### src/rtl/core/assert_macros.svh
// Assertion helpers shared by the RTL; they sample on clk and hold off during arst_n.
`ifndef ASSERT_MACROS_SVH
`define ASSERT_MACROS_SVH
`ifndef SYNTHESIS
`define ASSERT_ALWAYS(lbl, expr) \
	lbl: assert property (@(posedge clk) disable iff (!arst_n) (expr)) \
		else $error("assertion failed");
`define ASSERT_IMPLIES(lbl, pre, post) \
	lbl: assert property (@(posedge clk) disable iff (!arst_n) (pre) |-> (post)) \
		else $error("assertion failed");
`else
`define ASSERT_ALWAYS(lbl, expr)
`define ASSERT_IMPLIES(lbl, pre, post)
`endif
`endif

### src/rtl/core/ntt_pkg.sv
package ntt_pkg;

	localparam int COEF_W = 31;
	localparam int STEP_W = $clog2(COEF_W);
	localparam int MAX_COEFFS_DEF = 1024;
	// must be a power of two
	localparam int MAX_LENGTH_DEF = 2048;
	localparam logic [COEF_W-1:0] MOD_RESET = 31'd998244353;

	// a + b mod m, both operands below m
	function automatic logic [COEF_W-1:0] add_mod(input logic [COEF_W-1:0] a,
		input logic [COEF_W-1:0] b, input logic [COEF_W-1:0] m);
		logic [COEF_W:0] s;
		s = {1'b0, a} + {1'b0, b};
		if (s >= {1'b0, m}) s = s - {1'b0, m};
		return s[COEF_W-1:0];
	endfunction

endpackage

### src/rtl/core/ntt_modmul.sv
// Interleaved modular multiplier: one bit of x per cycle, MSB first.
module ntt_modmul (
	input  logic                        clk,
	input  logic                        arst_n,
	input  logic                        start,
	input  logic [ntt_pkg::COEF_W-1:0]  x,
	input  logic [ntt_pkg::COEF_W-1:0]  y,
	input  logic [ntt_pkg::COEF_W-1:0]  p,
	output logic                        busy,
	output logic                        done,
	output logic [ntt_pkg::COEF_W-1:0]  res
);

	logic [ntt_pkg::COEF_W-1:0] x_q, y_q, r_q, r_dbl, r_n;
	logic [ntt_pkg::STEP_W-1:0] cnt_q;
	logic busy_q, done_q;

	always_comb begin
		r_dbl = ntt_pkg::add_mod(r_q, r_q, p);
		r_n = x_q[cnt_q] ? ntt_pkg::add_mod(r_dbl, y_q, p) : r_dbl;
	end

	always_ff @(posedge clk or negedge arst_n) begin
		if (!arst_n) begin
			busy_q <= 1'b0;
			done_q <= 1'b0;
			cnt_q <= '0;
			r_q <= '0;
			x_q <= '0;
			y_q <= '0;
		end else begin
			done_q <= 1'b0;
			if (start) begin
				x_q <= x;
				y_q <= y;
				r_q <= '0;
				cnt_q <= ntt_pkg::STEP_W'(ntt_pkg::COEF_W - 1);
				busy_q <= 1'b1;
			end else if (busy_q) begin
				r_q <= r_n;
				if (cnt_q == '0) begin
					busy_q <= 1'b0;
					done_q <= 1'b1;
				end else begin
					cnt_q <= cnt_q - 1'b1;
				end
			end
		end
	end

	assign busy = busy_q;
	assign done = done_q;
	assign res = r_q;

endmodule

### config.mk
export PLATFORM = sky130hd
export DESIGN_NAME = ntt_modmul
export DESIGN_NICKNAME = d
export VERILOG_FILES = /design/src/rtl/core/assert_macros.svh /design/src/rtl/core/ntt_pkg.sv /design/src/rtl/core/ntt_modmul.sv
export SDC_FILE = /design/constraint.sdc
export NUM_CORES = 1
export LEC_CHECK = 0
export ABC_CLOCK_PERIOD_IN_PS = 14100
export BUFFER_PORTS_ARGS = -buffer_cell sky130_fd_sc_hd__buf_2
export CAP_MARGIN = 40
export CELL_PAD_IN_SITES_DETAIL_PLACEMENT = 1
export CELL_PAD_IN_SITES_GLOBAL_PLACEMENT = 1
export CORE_MARGIN = 4
export CORE_UTILIZATION = 45
export DETAILED_ROUTE_END_ITERATION = 7
export GPL_TIMING_DRIVEN = 0
export PLACE_DENSITY_LB_ADDON = 0.1
export SYNTH_ARGS = -nofsm -noshare
export SYNTH_HDL_FRONTEND = slang
export SYNTH_SLANG_ARGS = --single-unit
### constraint.sdc
create_clock -name clk -period 14.1 [get_ports clk]
set_input_delay 3.525 -clock clk [delete_from_list [all_inputs] [get_ports clk]]
set_output_delay 3.525 -clock clk [all_outputs]
set_load 0.02 [all_outputs]
=== Word level (Yosys, flattened, before mapping) ===
Index checks and enable logic that the tools add are counted.

* Bits in registers: 100
* Bits of input ports: 96
* Output and inout port bits: 33
* Logic and storage cells: 34

* $add $sub $neg: 5
* Order comparisons: 3
* Eq/ne operators: 1
* Muxes and demuxes: 16
* Reductions and logical operators: 3

{| class="wikitable"
|+ Operator list
! cell !! count
|-
| $mux W31 || 5
|-
| $add A31 B31 Y32 || 2
|-
| $ge A32 B31 Y1 || 2
|-
| $sub A31 B31 Y31 || 2
|-
| $mux W5 || 3
|-
| $mux W1 || 7
|-
| $lt A5 B6 Y1 const B || 1
|-
| $bmux W1 S5 || 1
|-
| $logic_not A5 Y1 || 1
|-
| $sub A5 B1 Y5 const B || 1
|-
| $ne A2 B2 Y1 const B || 1
|-
| $reduce_and A2 Y1 || 1
|-
| $reduce_bool A2 Y1 || 1
|}

=== Depth between registers and ports, before layout ===
* Word-level depth: 9
* Mapped depth: 34
* Depth with buffers taken out: 30

=== Worst setup path after synthesis ===
OpenSTA, ideal clock, no wires.

* Kind: input to register
* From: input p[0] (netlist bit)
* To: register r_q, in the netlist res[28]
* Library setup time: 111 ps
* Data arrival time: 9,440 ps
* Required time: 13,989 ps
* Setup slack: 4,549 ps
* Stages on the path: 29
* Buffers on the path: 2
* Path through: inv_1 -> fa_1 -> a211oi_2 -> o2111ai_1 -> a21boi_1 -> o311ai_1 -> a21oi_4 -> or2_1 -> buf_4 -> mux2_2 -> ha_1 -> a211oi_1 -> o211ai_1 -> a211oi_2 -> o21ai_1 -> o21ai_1 -> o21ai_1 -> xor2_1 -> ha_1 -> a21o_1 -> a21oi_1 -> nor2b_1 -> o211a_1 -> a2111oi_2 -> buf_4 -> nand3_1 -> mux2i_1 -> a211oi_1 -> a2111oi_2

* Cells in the longest elaborated chain, start to end: 8
* Elaborated cells on any way between the ends: 10
* Classes of those cells: add/sub (3); order compare (2); mux (5)

{| class="wikitable"
|+ Ends and longest elaborated chain
! what !! RTL line !! source
|-
| from (decl) || ntt_modmul.sv:8 || <nowiki>input logic [ntt_pkg::COEF_W-1:0] p,</nowiki>
|-
| $sub A31 B31 Y31 or $ge A32 B31 Y1 (tied branches) || ntt_pkg.sv:15 || <nowiki>if (s >= {1'b0, m}) s = s - {1'b0, m};</nowiki>
|-
| $mux W31 || ntt_pkg.sv:15 ||
|-
| $add A31 B31 Y32 || ntt_pkg.sv:14 || <nowiki>s = {1'b0, a} + {1'b0, b};</nowiki>
|-
| $sub A31 B31 Y31 or $ge A32 B31 Y1 (tied branches) || ntt_pkg.sv:15 ||
|-
| $mux W31 || ntt_pkg.sv:15 ||
|-
| $mux W31 (*) || ntt_modmul.sv:20 || <nowiki>r_n = x_q[cnt_q] ? ntt_pkg::add_mod(r_dbl, y_q, p) : r_dbl;</nowiki>
|-
| $mux W31 (*) || ntt_modmul.sv:39 || <nowiki>end else if (busy_q) begin</nowiki>
|-
| $mux W31 (*) || ntt_modmul.sv:33 || <nowiki>if (start) begin</nowiki>
|-
| to (signal assigned) || ntt_modmul.sv:40 || <nowiki>r_q <= r_n;</nowiki>
|-
| to (decl) || ntt_modmul.sv:14 || <nowiki>logic [ntt_pkg::COEF_W-1:0] x_q, y_q, r_q, r_dbl, r_n;</nowiki>
|}

Every way passes the cells marked *; elsewhere a longest branch is shown, timed or not. The select of a mux whose other input is x is not followed.
A chain may end at the register's enable or synchronous reset.

=== Final worst setup path ===
* From: input p[0] (netlist bit)
* To: register r_q, in the netlist res[24]

The elaborated chain is that of the path after synthesis.

==> impl_metrics.ini <==
[synth]
syn-mean-instance-area_sq_um = 8.58
ys_dominant_reg_cell = dfrtp_1
synth_cell_types = 90
synth_area_sq_um = 10400
yosysSeqAreaShare_pct = 24.1
yosys_warnings = 0
synth_edf_count = 0
ys_ff_latch = 100
async_reset_ff_share_pct = 100
syn_nets = 1407
postSynthCellCount = 1212

[grt]
grt_overflow_total = 0
grt_pass1_vias = 10332
grt_usage_pct = 28.9
antenna_found_initial = 1
grt_max_degree = 58
grt_pass1_wl_um = 58700

[sta]
fin_skew_ns = 0.0102
hold_violations = 0
rsz0062_at_grt = no
min_period_ns = 11.28
post-route-period-util_pct = 80.0
tns_ns = 0
setup_viol = 0
relSlewSlack_pct = 41.3
worst_pin_slew_ns = 0.876
max_freq_ghz = 0.0887
report.final.slew_viol_count = 0

[cells_and_area]
layout_common_cells = buf_2, nand2_1, dfrtp_1
fin_nets = 1547
drive_above_1_share_pct = 21.7
syn_to_final_growth_pct = 12.8
antennaDiodeCount = 0
layout_commonest_cell = buf_2
design_area_sq_um = 11700
fillCellCount = 2806

[worst_setup_path]
required_ns = 14.31
cpMostUsedCell = o21ai_1
cp-start-kind = primary input
cp.arrival_ns = 11.49
critical-path-max-stage-delay_ns = 0.53
crit_path_end_kind = flop
r2r_slack_ns = 5.77
crit_slowest_cell = fa_1
crit_type = in -> reg
worstPathMaxFanout = 10
rr_worst_depth = 28
r2r_end = res[24]
startpoint = p[0]
worstReg2RegStart = res[0]

[floorplanning]
core_sq_um = 22700
pin_count = 129
die_w_um = 160
dieArea_sq_um = 25600
start_util_pct = 45.8
rows = 55
die-height_um = 160

[clock_network]
cts_buffer_depth = 2
post_cts_resized = 0
cts-hold-fix-buffers = 0
clockRootBuffer = clkbuf_16
cts_sinks = 100
numCtsBuffers = 9
clk_latency_ns = 0.37
cts_tree = done
htree_levels = 3
cts_setup_buffers = 0
clk_pin_slew_ns = 0.08

[detailed_routing]
drt-vias-per-instance = 6.13
via_count = 10070
drt-wirelength-per-cell_um = 22.7
antenna_left = 0
drtIter0Drc = 721
first_pass_iters = 6
drc = 0
wl_um = 37200

[placement]
post-dp-hpwl_um = 30900
routabilityCongestion = 0.906
placed_area_sq_um = 11400
io_buffers = 128

[hold_path]
hp-class = reg -> reg
worstHoldStart = x_q[20]
whs_path_depth = 1
min_to = x_q[20]

[outcome]
status = finished clean

[job]
cap_viol_max_count = 0
-- routing by layer --
metal	GRT usage, %	part of all wire (%)	routed length, um	vias to the layer above
met3	4.39	5.5	2060	32
met5	0	0.048	18	-
li1	-	-	-	4764
met4	6.80	1.6	599	2
met2	46.9	46	17000	259
met1	40.7	47	17600	5013
-- worst max-delay path by stage --
stage	slack, ns	cells after the start	end
final	2.82	30	res[24]
after global routing	2.24	29	res[25]
after CTS	2.94	30	res[24]
after detailed placement	2.58	30	res[24]
after global placement	2.69	30	res[24]
after floorplan	4.55	29	res[28]
-- kinds of logic after synthesis --
| logic type | after synthesis | share of synthesized area [%] |
|---|---|---|
| adders and majority gates | 99 | 12.1 |
| and+or+nand+nor | 323 | 14.5 |
| buffers and inverters | 125 | 5.28 |
| xor gates and xnor gates | 77 | 6.48 |
| muxes | 95 | 10.7 |
| DFF | 100 | 24.1 |
| AOI/OAI and AO/OA | 393 | 26.8 |
-- cell type report --
type / count / area (sq um) / area share (%)
multi-input combinational: 987 / 7350 / 62.6
sequential: 100 / 2500 / 21.3
timing repair buffer: 129 / 671 / 5.71
tap: 285 / 357 / 3.04
inverter: 74 / 278 / 2.37
buffer: 51 / 272 / 2.31
clock buffer: 9 / 225 / 1.92
clock inverter: 7 / 80.1 / 0.682
-- worst max-delay path: cells and delay by family --
family	cells	cell delay (ns)
xor+xnor	1	0.29
buf+inv	4	0.76
compound gates	16	4.51
fa+ha+maj	3	1.18
simple gates	5	0.80
mux	1	0.40
-- flip-flops by register name, summed over array words and instances, names as in the netlist --
register / cells
res: 31
x_q: 31
y_q: 31
cnt_q: 5
busy: 1
done: 1
-- synthesized netlist by cell type (4+ instances only) --
master     count  area [sq um]
o21bai_1       7          52.6
a41oi_1        5          43.8
or3_1          8          50.1
o21a_1         9          67.6
o32ai_1        4          35.0
nor2b_1        5          31.3
a211oi_1      22           165
clkbuf_1      22          82.6
o311ai_1       4          35.0
a21boi_0       8          60.1
nor3b_1        7          52.6
a31oi_1        9          56.3
o22ai_1        4          25.0
nand3_1       39           195
xor2_1        32           280
a211o_1        6          52.6
buf_2         19          95.1
xnor2_1       45           394
a21oi_2        6          52.6
nand2_1      107           402
o31ai_1       11          82.6
mux2i_1       14           140
o31a_1         4          35.0
nor2_1        77           289
dfrtp_1      100          2500
nand2b_1       9          56.3
buf_6          6          67.6
a21oi_1       94           470
o21ai_1       20           100
inv_1         73           274
or2_2          6          37.5
a311oi_1       4          35.0
mux2_4         8           120
nor3_1        16          80.1
and3_1         9          56.3
o2111ai_1      5          43.8
mux2_2        68           766
o21ai_0       49           245
o211ai_1      30           225
ha_1          96          1200
nand4_1       19           119
a21o_1        38           285
and2_1         5          31.3
-- through the flow --
step | instances | hold slack (ns) | setup WS [ns] | utilization [%]
after floorplan | 1212 | 0.475 | 4.55 | -
after global placement | 1625 | 0.487 | 2.69 | 50.2
after detailed placement | 1626 | 0.495 | 2.58 | 50.3
after CTS | 1642 | 0.512 | 2.94 | 51.7
after global routing | 1642 | 0.536 | 2.24 | 51.7
final | 1642 | 0.509 | 2.82 | 51.7
Power is left out: the tool's default activity adds up to more than one toggle a clock period on the data nets, which glitch-free logic cannot reach.
